===== src/hdl/rlpe_pkg.sv =====
// shared types and constants for the rgb lamp pwm slot encoder
// no dependencies; imported by every module of the block
package rlpe_pkg;

  localparam int LAMP_SLOTS     = 24;
  localparam int LAMP_IDX_W     = $clog2(LAMP_SLOTS);
  localparam int MAX_SLOTS      = 64;
  localparam int RESET_SLOTS_DEF = 50;
  localparam int DUTY_W         = 16;
  localparam int CHAN_W         = 8;
  localparam int CFG_ADDR_W     = 4;
  localparam int CFG_DATA_W     = 32;

  localparam logic CMD_LAMP = 1'b0;
  localparam logic CMD_EOF  = 1'b1;

  localparam logic ORDER_GRB = 1'b0;
  localparam logic ORDER_RGB = 1'b1;

  typedef enum logic [1:0] {
    REG_BRIGHTNESS = 2'd0,
    REG_BYTE_ORDER = 2'd1,
    REG_ONE_DUTY   = 2'd2,
    REG_ZERO_DUTY  = 2'd3
  } cfg_addr_t;

  typedef struct packed {
    logic              byte_order;
    logic [CHAN_W-1:0] brightness;
  } scale_cfg_t;

  typedef struct packed {
    logic                  load;
    logic                  eof;
    logic [LAMP_SLOTS-1:0] bits;
  } load_t;

  typedef struct packed {
    logic valid;
    logic eof;
    logic one_bit;
    logic last;
  } cell_t;

endpackage


===== src/hdl/rlpe_cell.sv =====
// one slot cell of the shift row: holds one duty slot and passes it on
// depends on rlpe_pkg
module rlpe_cell
  import rlpe_pkg::*;
#(
  parameter int IDX         = 0,
  parameter int RESET_SLOTS = RESET_SLOTS_DEF
) (
  input  logic  clk,
  input  logic  rst_n,
  input  load_t ld,
  input  logic  shift,
  input  cell_t nbr,
  output cell_t q
);

  localparam logic                  IN_LAMP = (IDX < LAMP_SLOTS);
  localparam logic [LAMP_IDX_W-1:0] BIT_SEL =
    IN_LAMP ? LAMP_IDX_W'(LAMP_SLOTS - 1 - IDX) : '0;

  cell_t q_r;
  cell_t q_nxt;
  cell_t load_val;

  always_comb begin
    if (ld.eof) begin
      load_val.valid   = (IDX < RESET_SLOTS);
      load_val.eof     = 1'b1;
      load_val.one_bit = 1'b0;
      load_val.last    = (IDX == RESET_SLOTS - 1);
    end else begin
      load_val.valid   = IN_LAMP;
      load_val.eof     = 1'b0;
      load_val.one_bit = IN_LAMP & ld.bits[BIT_SEL];
      load_val.last    = (IDX == LAMP_SLOTS - 1);
    end
  end

  always_comb begin
    priority if (ld.load) begin
      q_nxt = load_val;
    end else if (shift) begin
      q_nxt = nbr;
    end else begin
      q_nxt = q_r;
    end
  end

  always_ff @(posedge clk) begin
    if (!rst_n) begin
      q_r.valid <= 1'b0;
    end else begin
      q_r.valid <= q_nxt.valid;
    end
  end

  always_ff @(posedge clk) begin
    q_r.eof     <= q_nxt.eof;
    q_r.one_bit <= q_nxt.one_bit;
    q_r.last    <= q_nxt.last;
  end

  assign q = q_r;

endmodule


===== src/hdl/rlpe_loader.sv =====
// input holding register and brightness scaling; builds the 24 slot bit pattern
// depends on rlpe_pkg
module rlpe_loader
  import rlpe_pkg::*;
(
  input  logic              clk,
  input  logic              rst_n,
  input  logic              in_fire,
  input  logic              cmd,
  input  logic [CHAN_W-1:0] red,
  input  logic [CHAN_W-1:0] green,
  input  logic [CHAN_W-1:0] blue,
  input  scale_cfg_t        cfg,
  input  logic              row_free,
  output logic              hold_free,
  output load_t             ld
);

  logic              hold_valid_r;
  logic              hold_valid_nxt;
  logic              cmd_r;
  logic [CHAN_W-1:0] red_r;
  logic [CHAN_W-1:0] green_r;
  logic [CHAN_W-1:0] blue_r;
  logic              take;
  logic [CHAN_W-1:0] s_red;
  logic [CHAN_W-1:0] s_green;
  logic [CHAN_W-1:0] s_blue;

  // v*b/255 as (p + p/256 + 1) / 256, exact over the 8x8 product range
  function automatic logic [CHAN_W-1:0] scale(input logic [CHAN_W-1:0] v,
                                              input logic [CHAN_W-1:0] b);
    logic [2*CHAN_W-1:0] p;
    logic [2*CHAN_W:0]   s;
    p = v * b;
    s = {1'b0, p} + {{(CHAN_W+1){1'b0}}, p[2*CHAN_W-1:CHAN_W]} + 1'b1;
    return s[2*CHAN_W-1:CHAN_W];
  endfunction

  assign take      = hold_valid_r & row_free;
  assign hold_free = ~hold_valid_r | take;

  always_comb begin
    priority if (in_fire) begin
      hold_valid_nxt = 1'b1;
    end else if (take) begin
      hold_valid_nxt = 1'b0;
    end else begin
      hold_valid_nxt = hold_valid_r;
    end
  end

  always_ff @(posedge clk) begin
    if (!rst_n) begin
      hold_valid_r <= 1'b0;
    end else begin
      hold_valid_r <= hold_valid_nxt;
    end
  end

  always_ff @(posedge clk) begin
    if (in_fire) begin
      cmd_r   <= cmd;
      red_r   <= red;
      green_r <= green;
      blue_r  <= blue;
    end
  end

  assign s_red   = scale(red_r, cfg.brightness);
  assign s_green = scale(green_r, cfg.brightness);
  assign s_blue  = scale(blue_r, cfg.brightness);

  always_comb begin
    ld.load = take;
    ld.eof  = (cmd_r == CMD_EOF);
    if (cfg.byte_order == ORDER_RGB) begin
      ld.bits = {s_red, s_green, s_blue};
    end else begin
      ld.bits = {s_green, s_red, s_blue};
    end
  end

endmodule


===== src/hdl/rgb_led_pwm_slot_encoder.sv =====
// Turns lamp colour requests into a stream of PWM duty slots, one slot per
// cycle at the output while out_tready is high. A lamp request (tuser 0)
// gives 24 slots, most significant bit first, green-red-blue or red-green-blue
// as byte_order sets, each channel scaled by brightness/255; an end-of-frame
// request (tuser 1) gives RESET_SLOT_COUNT zero slots (at most 64). tlast
// marks the final slot of each request. Slots sit in a row of cells that
// shift towards the output head once per taken slot; the row is loaded in
// parallel from a one-deep holding register in the cycle its last slot
// leaves, so with the output always ready requests go out back to back with
// no gap. A taken request passes the holding register, then is loaded into
// the row with its first slot at the head. Registers at 0x0 brightness, 0x4
// byte_order, 0x8 one_duty, 0xC zero_duty; change them only while idle.
module rgb_led_pwm_slot_encoder
  import rlpe_pkg::*;
#(
  parameter int RESET_SLOT_COUNT = RESET_SLOTS_DEF
) (
  input  logic                  clk,
  input  logic                  rst_n,
  input  logic                  in_tvalid,
  output logic                  in_tready,
  input  logic [23:0]           in_tdata,   // red [7:0], green [15:8], blue [23:16]
  input  logic                  in_tuser,   // command
  output logic                  out_tvalid,
  input  logic                  out_tready,
  output logic [DUTY_W-1:0]     out_tdata,  // duty [15:0]
  output logic                  out_tlast,
  input  logic                  cfg_psel,
  input  logic                  cfg_penable,
  input  logic                  cfg_pwrite,
  input  logic [CFG_ADDR_W-1:0] cfg_paddr,
  input  logic [CFG_DATA_W-1:0] cfg_pwdata,
  output logic [CFG_DATA_W-1:0] cfg_prdata,
  output logic                  cfg_pready
);

  localparam int RST_SLOTS = (RESET_SLOT_COUNT > MAX_SLOTS) ? MAX_SLOTS : RESET_SLOT_COUNT;
  localparam int ROW_LEN   = (RST_SLOTS > LAMP_SLOTS) ? RST_SLOTS : LAMP_SLOTS;

  logic [CHAN_W-1:0] brightness_r;
  logic              byte_order_r;
  logic [DUTY_W-1:0] one_duty_r;
  logic [DUTY_W-1:0] zero_duty_r;
  cfg_addr_t         addr;
  logic              cfg_wr;
  scale_cfg_t        scfg;
  logic              in_fire;
  logic              out_fire;
  logic              row_free;
  logic              hold_free;
  load_t             ld;
  cell_t             row [ROW_LEN];

  // configuration port
  assign cfg_pready = 1'b1;
  assign addr       = cfg_addr_t'(cfg_paddr[CFG_ADDR_W-1:2]);
  assign cfg_wr     = cfg_psel & cfg_penable & cfg_pwrite & cfg_pready;

  always_ff @(posedge clk) begin
    if (!rst_n) begin
      brightness_r <= '1;
      byte_order_r <= ORDER_GRB;
      one_duty_r   <= '0;
      zero_duty_r  <= '0;
    end else if (cfg_wr) begin
      unique case (addr)
        REG_BRIGHTNESS: brightness_r <= cfg_pwdata[CHAN_W-1:0];
        REG_BYTE_ORDER: byte_order_r <= cfg_pwdata[0];
        REG_ONE_DUTY:   one_duty_r   <= cfg_pwdata[DUTY_W-1:0];
        REG_ZERO_DUTY:  zero_duty_r  <= cfg_pwdata[DUTY_W-1:0];
      endcase
    end
  end

  always_comb begin
    unique case (addr)
      REG_BRIGHTNESS: cfg_prdata = {{(CFG_DATA_W-CHAN_W){1'b0}}, brightness_r};
      REG_BYTE_ORDER: cfg_prdata = {{(CFG_DATA_W-1){1'b0}}, byte_order_r};
      REG_ONE_DUTY:   cfg_prdata = {{(CFG_DATA_W-DUTY_W){1'b0}}, one_duty_r};
      REG_ZERO_DUTY:  cfg_prdata = {{(CFG_DATA_W-DUTY_W){1'b0}}, zero_duty_r};
    endcase
  end

  assign scfg.brightness = brightness_r;
  assign scfg.byte_order = byte_order_r;

  // handshakes
  assign in_tready = hold_free;
  assign in_fire   = in_tvalid & in_tready;
  assign out_fire  = out_tvalid & out_tready;
  assign row_free  = ~row[1].valid & (~row[0].valid | out_fire);

  rlpe_loader u_loader (
    .clk       (clk),
    .rst_n     (rst_n),
    .in_fire   (in_fire),
    .cmd       (in_tuser),
    .red       (in_tdata[7:0]),
    .green     (in_tdata[15:8]),
    .blue      (in_tdata[23:16]),
    .cfg       (scfg),
    .row_free  (row_free),
    .hold_free (hold_free),
    .ld        (ld)
  );

  for (genvar g = 0; g < ROW_LEN; g++) begin : g_row
    cell_t nbr;
    if (g == ROW_LEN - 1) begin : g_tail
      assign nbr = '0;
    end else begin : g_mid
      assign nbr = row[g+1];
    end
    rlpe_cell #(
      .IDX         (g),
      .RESET_SLOTS (RST_SLOTS)
    ) u_cell (
      .clk   (clk),
      .rst_n (rst_n),
      .ld    (ld),
      .shift (out_fire),
      .nbr   (nbr),
      .q     (row[g])
    );
  end

  // output head
  assign out_tvalid = row[0].valid;
  assign out_tlast  = row[0].last;
  always_comb begin
    priority if (row[0].eof) begin
      out_tdata = '0;
    end else if (row[0].one_bit) begin
      out_tdata = one_duty_r;
    end else begin
      out_tdata = zero_duty_r;
    end
  end

`ifndef SYNTH
  a_row_packed: assert property (@(posedge clk) disable iff (!rst_n)
    row[1].valid |-> row[0].valid)
    else $error("slot row has a gap at its head");

  a_load_when_free: assert property (@(posedge clk) disable iff (!rst_n)
    ld.load |-> (!row[1].valid && (!row[0].valid || out_fire)))
    else $error("row loaded while slots still pending");

  a_load_shows: assert property (@(posedge clk) disable iff (!rst_n)
    ld.load |=> out_tvalid)
    else $error("loaded request gave no slot at the head");

  a_last_alone: assert property (@(posedge clk) disable iff (!rst_n)
    (out_tvalid && out_tlast) |-> !row[1].valid)
    else $error("slots queued behind the final slot of a request");
`endif

endmodule


===== config.mk =====
export PLATFORM = sky130hd
export DESIGN_NAME = rgb_led_pwm_slot_encoder
export DESIGN_NICKNAME = d
export VERILOG_FILES = /design/src/hdl/rlpe_pkg.sv /design/src/hdl/rlpe_cell.sv /design/src/hdl/rlpe_loader.sv /design/src/hdl/rgb_led_pwm_slot_encoder.sv
export SDC_FILE = /design/constraint.sdc
export NUM_CORES = 1
export LEC_CHECK = 0
export BUFFER_PORTS_ARGS = -buffer_cell sky130_fd_sc_hd__buf_2
export CAP_MARGIN = 20
export CORE_MARGIN = 4
export CORE_UTILIZATION = 30
export DETAILED_ROUTE_END_ITERATION = 6
export SYNTH_ARGS = -nofsm -noshare
export SYNTH_HDL_FRONTEND = slang
export SYNTH_SLANG_ARGS = --single-unit

===== constraint.sdc =====
create_clock -name clk -period 8.6 [get_ports clk]
set_input_delay 0 -clock clk [delete_from_list [all_inputs] [get_ports clk]]
set_output_delay 0 -clock clk [all_outputs]
set_load 0.005 [all_outputs]

Yosys cells after proc, flatten, opt, wreduce, memory -nomap -nowiden:

Cells that the tools add are included.

* bits in registers: 267
* input bits: 68
* output and inout port bits: 52
* word-level logic and storage cells: 371

* add/sub/neg operators: 6
* $mul: 3
* eq/ne operators: 3
* mux-type cells: 132
* bitwise gates (word level): 11
* reduce and logical (&&, ||, !) cells: 7

Operators with widths (number)
* $mux W4: 102
* $pmux W32 S4: 1
* $mux W3: 24
* $add A16 B1 Y16 const B: 3
* $add A16 B8 Y16: 3
* $mul A8 B8 Y16: 3
* $mux W16: 2
* $mux W24: 1
* $reduce_and A2 Y1: 4
* $and A1 B1 Y1: 6
* $eq A2 B2 Y1 const B: 2
* $reduce_bool A2 Y1: 2
* $not A1 Y1: 3
* $eq A2 B1 Y1 const B: 1
* $logic_not A2 Y1: 1
* $mux W1: 2
* $or A1 B1 Y1: 2

Longest topological paths before layout:

Gate-level depths: netlist of the first run.

* depth after elaboration: 7
* depth in mapped cells: 27
* gate-level depth less buffers: 26

Modules after synthesis:

A second synthesis of the first run with hierarchy kept.

* cell total of the unflattened synthesis: 1832
* area total of the unflattened synthesis: 19567.5 um^2

By module, submodules not included
* rlpe_loader: instances 1, cells each 995, area each 8811.0 um^2, seq. area each 770.7 um^2
* rlpe_cell (g_row[24].u_cell ...): instances 25, cells each 11, area each 167.7 um^2, seq. area each 110.1 um^2
* rlpe_cell (g_row[0].u_cell ...): instances 23, cells each 12, area each 168.9 um^2, seq. area each 110.1 um^2
* rgb_led_pwm_slot_encoder: instances 1, cells each 259, area each 2332.2 um^2, seq. area each 820.8 um^2
* rlpe_cell (g_row[23].u_cell): instances 1, cells each 13, area each 176.4 um^2, seq. area each 110.1 um^2
* rlpe_cell (g_row[49].u_cell): instances 1, cells each 14, area each 171.4 um^2, seq. area each 110.1 um^2

Worst setup path before layout of the first run:

Ideal clock, no wire load.

* path kind: reg2reg
* start point: register brightness_r[2]
* end point: register g_row[13].u_cell.q_r, in the netlist g_row[13].u_cell.q[1] (data pin)
* library setup time: 268 ps
* arrival time: 6078 ps
* required time: 8332 ps
* slack: 2254 ps
* stages on the path, launching flop included: 26
* path buffers: 2
* clock period less this slack: 6346 ps
* path through: dfxtp_1 > clkbuf_1 > and2_1 > fa_1 > inv_1 > fa_1 > fa_1 > fa_1 > inv_1 > ha_1 > clkbuf_2 > a21o_1 > nand2b_1 > o21ai_0 > a21oi_1 > o21a_1 > o21ai_0 > nand2_1 > ha_1 > a21oi_1 > nand2b_1 > nor4_1 > a221oi_4 > and2_1 > o31ai_1 > o41ai_2

RTL lines
* from (decl): RTL line rgb_led_pwm_slot_encoder.sv:40 `logic [CHAN_W-1:0] brightness_r;`
* from (signal assigned): RTL line rgb_led_pwm_slot_encoder.sv:67 `REG_BRIGHTNESS: brightness_r <= cfg_pwdata[CHAN_W-1:0];`
* to (decl): RTL line rlpe_cell.sv:21 `cell_t q_r;`

==> results.sh, run 1 <==
export IMPL_outcome="completed"
export IMPL_overflow=0
export IMPL_cts_setup_buffers=0
export IMPL_hold_path_class="input pin to register"
export IMPL_antenna_found_initial=2
export IMPL_synth_top_area_share_pct=25.23
export IMPL_clk_path_buf_depth=3
export IMPL_cts_root_buf="clkbuf_16"
export IMPL_grt_max_degree=89
export IMPL_num_rows=88
export IMPL_fin_crit_ns=7.357
export IMPL_fin_crit_sh_pct=85.54
export IMPL_start_util_pct=30.42
export IMPL_slew_headroom_pct=25.47
export IMPL_synth_edf_count=148
export IMPL_crit_fanout=20
export IMPL_r2r_start="brightness_r[2]"
export IMPL_synth_seq_cells=240
export IMPL_worst_pin_slew_ns=1.118
export IMPL_dr_pass1_iters=5
export IMPL_numCtsBuffers=26
export IMPL_die_area_sq_mm=0.06267
export IMPL_clock_latency_ns=0.57
export IMPL_synth_top_area_cell="edfxtp_1"
export IMPL_setup_violations=0
export IMPL_worstSetupStartpoint="brightness_r[2]"
export IMPL_cts_tree="built"
export IMPL_coreArea_sq_mm=0.05792
export IMPL_fin_nets=2221
export IMPL_synth_main_ff_cell="edfxtp_1"
export IMPL_ys_seq_area_share_pct=35.68
export IMPL_syn_inst=1832
export IMPL_synth_area_per_cell_sq_um=9.616
export IMPL_dieHeight_um=250.3
export IMPL_via_per_inst=4.844
export IMPL_crit_type="register to register"
export IMPL_path_clk_slew_ns=0.06
export IMPL_critPathCapture="g_row[8].u_cell.q[1]"
export IMPL_r2r_end="g_row[8].u_cell.q[1]"
export IMPL_cap_violations=0
export IMPL_place_congestion=0.8386
export IMPL_start_kind="register"
export IMPL_route_detailed_drc=0
export IMPL_fin_setup_tns_ns=0
export IMPL_synthTopCellsByCount="nand2_1 (274), and2_1 (208), inv_1 (170), edfxtp_1 (148), ha_1 (124)"
export IMPL_dp_hpwl_mm=29.30
export IMPL_drv_slew=0
export IMPL_cp_end_kind="register"
export IMPL_reg2reg_slack_ns=1.24
export IMPL_grt_usage_pct=12.88
export IMPL_timing_fmax_mhz=135.9
export IMPL_cp_arrival_ns=7.64
export IMPL_r2r_cells=22
export IMPL_postSynth_asyncResetShare_pct=0
export IMPL_postRouteAntennaNets=0
export IMPL_cts_sinks=240
export IMPL_ys_warn_count=0
export IMPL_skew_ns=0.02600
export IMPL_rsz0062_at_grt="no"
export IMPL_synthDistinctLibCells=85
export IMPL_portBuffers=84
export IMPL_crit_required_ns=8.89
export IMPL_hold_viol_final=0
export IMPL_synthToLayoutAreaGrowth_pct=14.08
export IMPL_cts_htree_levels=1
export IMPL_ioPinCount=120
export IMPL_synthTopCellsByArea="edfxtp_1 (25%), fa_1 (12%), dfxtp_1 (10%), ha_1 (8.8%), and2_1 (7.4%)"
export IMPL_synth_most_common_cell="nand2_1"
export IMPL_wl_per_cell_um=15.14
export IMPL_diodes=0
export IMPL_fp_dieW_um=250.3
export IMPL_drt_wl_total_mm=40.97
export IMPL_drive_above_1_share_pct=9.325
export IMPL_drt_iter0_drc=924
export IMPL_fillers=5892
export IMPL_syn_area_sq_mm=0.01762
export IMPL_grt_pass1_vias=13560
export IMPL_vias=13110
export IMPL_grt_first_pass_wirelength_mm=68.38
layer usage:
| layer | vias up | share of wire (%) | track usage, % |
|---|---|---|---|
| met1 | 6402 | 46 | 17.01 |
| li1 | 6374 | - | - |
| met3 | 62 | 4.7 | 2.180 |
| met4 | 0 | 2.3 | 3.281 |
| met5 | - | 0 | 0 |
| met2 | 270 | 47 | 22.00 |
worst min path at each step:
stage | slack, ns | to | depth (start not counted) | startpoint
floorplan | 0.1 | u_loader.blue_r[0] | 0 | in_tdata[16]
global placement | 0.18 | u_loader.green_r[4] | 1 | in_tdata[12]
detailed placement | 0.18 | u_loader.green_r[4] | 1 | in_tdata[12]
CTS | 0.06 | byte_order_r | 5 | cfg_penable
global route | 0.12 | byte_order_r | 5 | cfg_penable
finish | 0.12 | byte_order_r | 4 | cfg_paddr[2]
sequential cells by signal, indices dropped and copies added (netlist names):
name / cells
one_duty_r: 16
u_loader.hold_valid_r: 1
u_loader.green_r: 8
zero_duty_r: 16
u_loader.red_r: 8
u_loader.blue_r: 8
u_loader.cmd_r: 1
byte_order_r: 1
brightness_r: 8
g_row.u_cell.q: 173
cells in the final DEF, fill, tap and decap left out, drive strengths merged, types with 6 or more instances in the layout:
| cell | n |
|---|---|
| nand3 | 28 |
| o21a | 10 |
| a21oi | 69 |
| fa | 108 |
| a22o | 7 |
| o21ai | 29 |
| a21o | 63 |
| ha | 124 |
| or2 | 7 |
| and3 | 11 |
| o41ai | 6 |
| clkinv | 9 |
| nor3 | 15 |
| a31oi | 53 |
| mux2 | 9 |
| clkbuf | 33 |
| nor2b | 14 |
| mux2i | 41 |
| conb | 17 |
| dfxtp | 92 |
| o31ai | 12 |
| edfxtp | 148 |
| nor2 | 71 |
| o211ai | 18 |
| buf | 102 |
| nand4 | 8 |
| xor2 | 14 |
| and2 | 208 |
| a211oi | 9 |
| inv | 174 |
| nand2b | 9 |
| xnor2 | 26 |
| dlygate4sd3 | 49 |
| nand2 | 274 |
critical path, cell delays in order, from the launching register on:
cell      delay (ns)
dfxtp_1         0.91
nand2_1         0.18
fa_1            0.46
inv_1           0.07
fa_1            0.43
fa_1            0.55
inv_1           0.05
fa_1            0.48
inv_1           0.05
ha_1            0.36
and2_1          0.20
o21ai_0         0.37
a21boi_0        0.17
o211ai_1        0.61
ha_1            0.37
a22oi_1         0.16
nand2_1         0.07
o22ai_1         0.21
o21ai_0         0.21
a211oi_2        0.49
nor3_1          0.14
xnor2_1         0.38
o211ai_1        0.13
final cells by class:
cell class	count	area [sq um]	share of cell area, %
Multi-Input combinational cell	1331	10310	51.28
Sequential cell	240	6286	31.28
Timing Repair Buffer	151	1070	5.323
Tap cell	765	957.2	4.763
Clock buffer	33	698.2	3.474
Inverter	171	641.9	3.194
Clock inverter	15	138.9	0.6910
stage by stage:
step	cells	worst slack (ns)	hold WS [ns]	cell area (sq um)	util, %
floorplan	1847	2.254	0.09887	17670	-
global placement	2607	1.451	0.1808	18730	32.34
detailed placement	2608	1.365	0.1782	18740	32.36
CTS	2705	1.302	0.06151	20070	34.65
global route	2706	0.6795	0.1242	20100	34.70
finish	2706	1.243	0.1194	20100	34.70
kinds of logic after synthesis:
| group | Yosys count | share of synthesized area [%] |
|---|---|---|
| simple gates | 670 | 18.93 |
| compound gates | 320 | 12.91 |
| buf+inv | 276 | 6.264 |
| flops | 240 | 35.68 |
| fa+ha+maj | 233 | 21.14 |
| mux | 51 | 3.033 |
| xor+xnor | 40 | 1.989 |
| other cells | 2 | 0.04263 |
timing repair:
action / in CTS / in global routing
hold buffers: 49 / 0
hold endpoints to repair: 68 / 0
resized for setup: 0 / 0
Power of run 1 is not shown: default switching activity piles up to over one toggle a cycle in this logic, so the estimate is an artifact.
==> run 2, diff against run 1 <==
--- a/config.mk
+++ b/config.mk
@@ -5,7 +5,7 @@
 export SDC_FILE = /design/constraint.sdc
 export NUM_CORES = 1
 export LEC_CHECK = 0
-export BUFFER_PORTS_ARGS = -buffer_cell sky130_fd_sc_hd__buf_2
+export BUFFER_PORTS_ARGS = -buffer_cell sky130_fd_sc_hd__clkbuf_2
 export CAP_MARGIN = 20
 export CORE_MARGIN = 4
 export CORE_UTILIZATION = 30
==> run 2 against run 1 <==
Sequential share of layout area rose by 0.066 points; count of clock-buffer cells in the layout rose by 6; wire length rose by 0.53%; worst setup slack improved by 0.010 ns; clock skew rose by 0.0025 ns; via count rose by 1.0%; cell area fell by 0.21%; die area did not move; cell count fell by 0.22%; register-to-register slack barely moved; flip-flop and latch count did not move; fmax rose by 0.14%; largest cell class unchanged.
==> results.sh, run 2 (synthesis results as in run 1) <==
export IMPL_fin_setup_tns_ns=0
export IMPL_cp_arrival_ns=7.65
export IMPL_fin_cells=2700
export IMPL_synthToLayoutAreaGrowth_pct=13.84
export IMPL_grt_max_degree=88
export IMPL_path_clk_slew_ns=0.07
export IMPL_crit_fanout=15
export IMPL_drive_above_1_share_pct=9.354
export IMPL_clk_path_buf_depth=3
export IMPL_numCtsBuffers=26
export IMPL_drt_iter0_drc=946
export IMPL_overflow=0
export IMPL_cts_tree="built"
export IMPL_clock_latency_ns=0.57
export IMPL_vias=13240
export IMPL_num_rows=88
export IMPL_cts_resized=0
export IMPL_start_kind="register"
export IMPL_cts_sinks=240
export IMPL_slew_headroom_pct=28.59
export IMPL_cp_end_kind="register"
export IMPL_coreArea_sq_mm=0.05792
export IMPL_rsz0062_at_grt="no"
export IMPL_crit_type="register to register"
export IMPL_crit_required_ns=8.90
export IMPL_via_per_inst=4.903
export IMPL_place_inst=2607
export IMPL_fin_nets=2216
export IMPL_grt_first_pass_wirelength_mm=69.15
export IMPL_route_detailed_drc=0
export IMPL_fin_crit_sh_pct=85.42
export IMPL_portBuffers=84
export IMPL_dp_hpwl_mm=29.47
export IMPL_grt_pass1_vias=13700
export IMPL_wl_per_cell_um=15.26
export IMPL_cpMaxStageDelayCell="dfxtp_1"
export IMPL_outcome="completed"
export IMPL_antenna_found_initial=3
export IMPL_place_congestion=0.8477
export IMPL_worst_pin_slew_ns=1.071
export IMPL_skew_ns=0.02848
export IMPL_timing_fmax_mhz=136.1
export IMPL_cp_cell_sequence="buf_4, and2_1, fa_1, fa_1, fa_1, inv_1, fa_1, inv_1, ha_1, a21oi_1, nand2b_1, o21ai_0, a21oi_1, o21a_1, o21ai_0, nand2_1, ha_1, a21oi_1, nand2b_1, nor4_1, a221oi_4, and2_1, o31ai_1, o41ai_2"
export IMPL_final_cell_mix="nand2_1 (272), and2_1 (208), inv_1 (170)"
export IMPL_hold_path_class="input pin to register"
export IMPL_cap_violations=0
export IMPL_diodes=0
export IMPL_start_util_pct=30.42
export IMPL_slowest_delay_ns=0.80
export IMPL_drv_slew=0
export IMPL_hold_viol_final=0
export IMPL_die_area_sq_mm=0.06267
export IMPL_drt_wl_total_mm=41.19
export IMPL_dr_pass1_iters=5
export IMPL_ioPinCount=120
export IMPL_cts_htree_levels=1
export IMPL_cpMostUsedCell="fa_1"
export IMPL_final_common_cell="nand2_1"
export IMPL_setup_violations=0
export IMPL_fp_dieW_um=250.3
export IMPL_dieHeight_um=250.3
export IMPL_postRouteAntennaNets=0
export IMPL_cts_root_buf="clkbuf_16"
export IMPL_largest_reg_flops=173
export IMPL_grt_usage_pct=13.00
export IMPL_fin_crit_ns=7.347
[run 2: cell count changes in the layout (fill, tap and decap cells not counted), sizes merged]
cell / delta
inv: -1
buf: -85
dlygate4sd3: -4
clkinv: -6
clkbuf: +90
[run 2: cell type report]
class                           count  area (sq um)
Clock buffer                       39         750.7
Clock inverter                      8         102.6
Fill cell                        5928         37860
Inverter                          171         641.9
Multi-Input combinational cell   1331         10310
Sequential cell                   240          6286
Tap cell                          765         957.2
Timing Repair Buffer              146          1011
[run 2: layer usage]
| layer | wire length, um | global-route usage, % | up-vias | part of all wire (%) |
|---|---|---|---|---|
| li1 | - | - | 6348 | - |
| met1 | 18590 | 17.30 | 6546 | 45 |
| met2 | 19560 | 22.15 | 282 | 47 |
| met3 | 2052 | 2.118 | 61 | 5.0 |
| met4 | 971 | 3.249 | 2 | 2.4 |
| met5 | 13 | 0 | - | 0.032 |
[run 2: per-stage QoR]
stage / util [%] / area [sq um] / setup WS, ns / hold slack [ns]
global route: 34.63 / 20060 / 0.7064 / 0.08640
detailed placement: 32.34 / 18730 / 1.252 / 0.1786
CTS: 34.59 / 20040 / 1.217 / 0.01303
floorplan: - / 17670 / 2.254 / 0.09887
global placement: 32.34 / 18730 / 1.500 / 0.1803
finish: 34.63 / 20060 / 1.254 / 0.03586
[run 2: what timing repair did]
item / in CTS / in global routing
setup buffers: 0 / 0
hold endpoints to repair: 68 / 0
hold buffers: 45 / 0
endpoints found under the setup margin: 0 / 0
[run 2: critical path: cells and delay by family, from the launching register on]
family	cells	cell delay, ns
fa+ha+maj	6	2.46
flops	1	0.80
compound gates	9	2.26
buf+inv	3	0.42
simple gates	6	1.11
[run 2: worst paths after layout]
check / startpoint / endpoint / slack (ns) / depth (start not counted)
worst min register to register: one_duty_r[3] / one_duty_r[3] / 0.47 / 2
worst max register to register: brightness_r[3] / g_row[5].u_cell.q[1] / 1.25 / 24
worst max-delay path: brightness_r[3] / g_row[5].u_cell.q[1] / 1.25 / 24
worst min-delay path: cfg_penable / byte_order_r / 0.04 / 5
Power of run 2 is left out for the same reason.
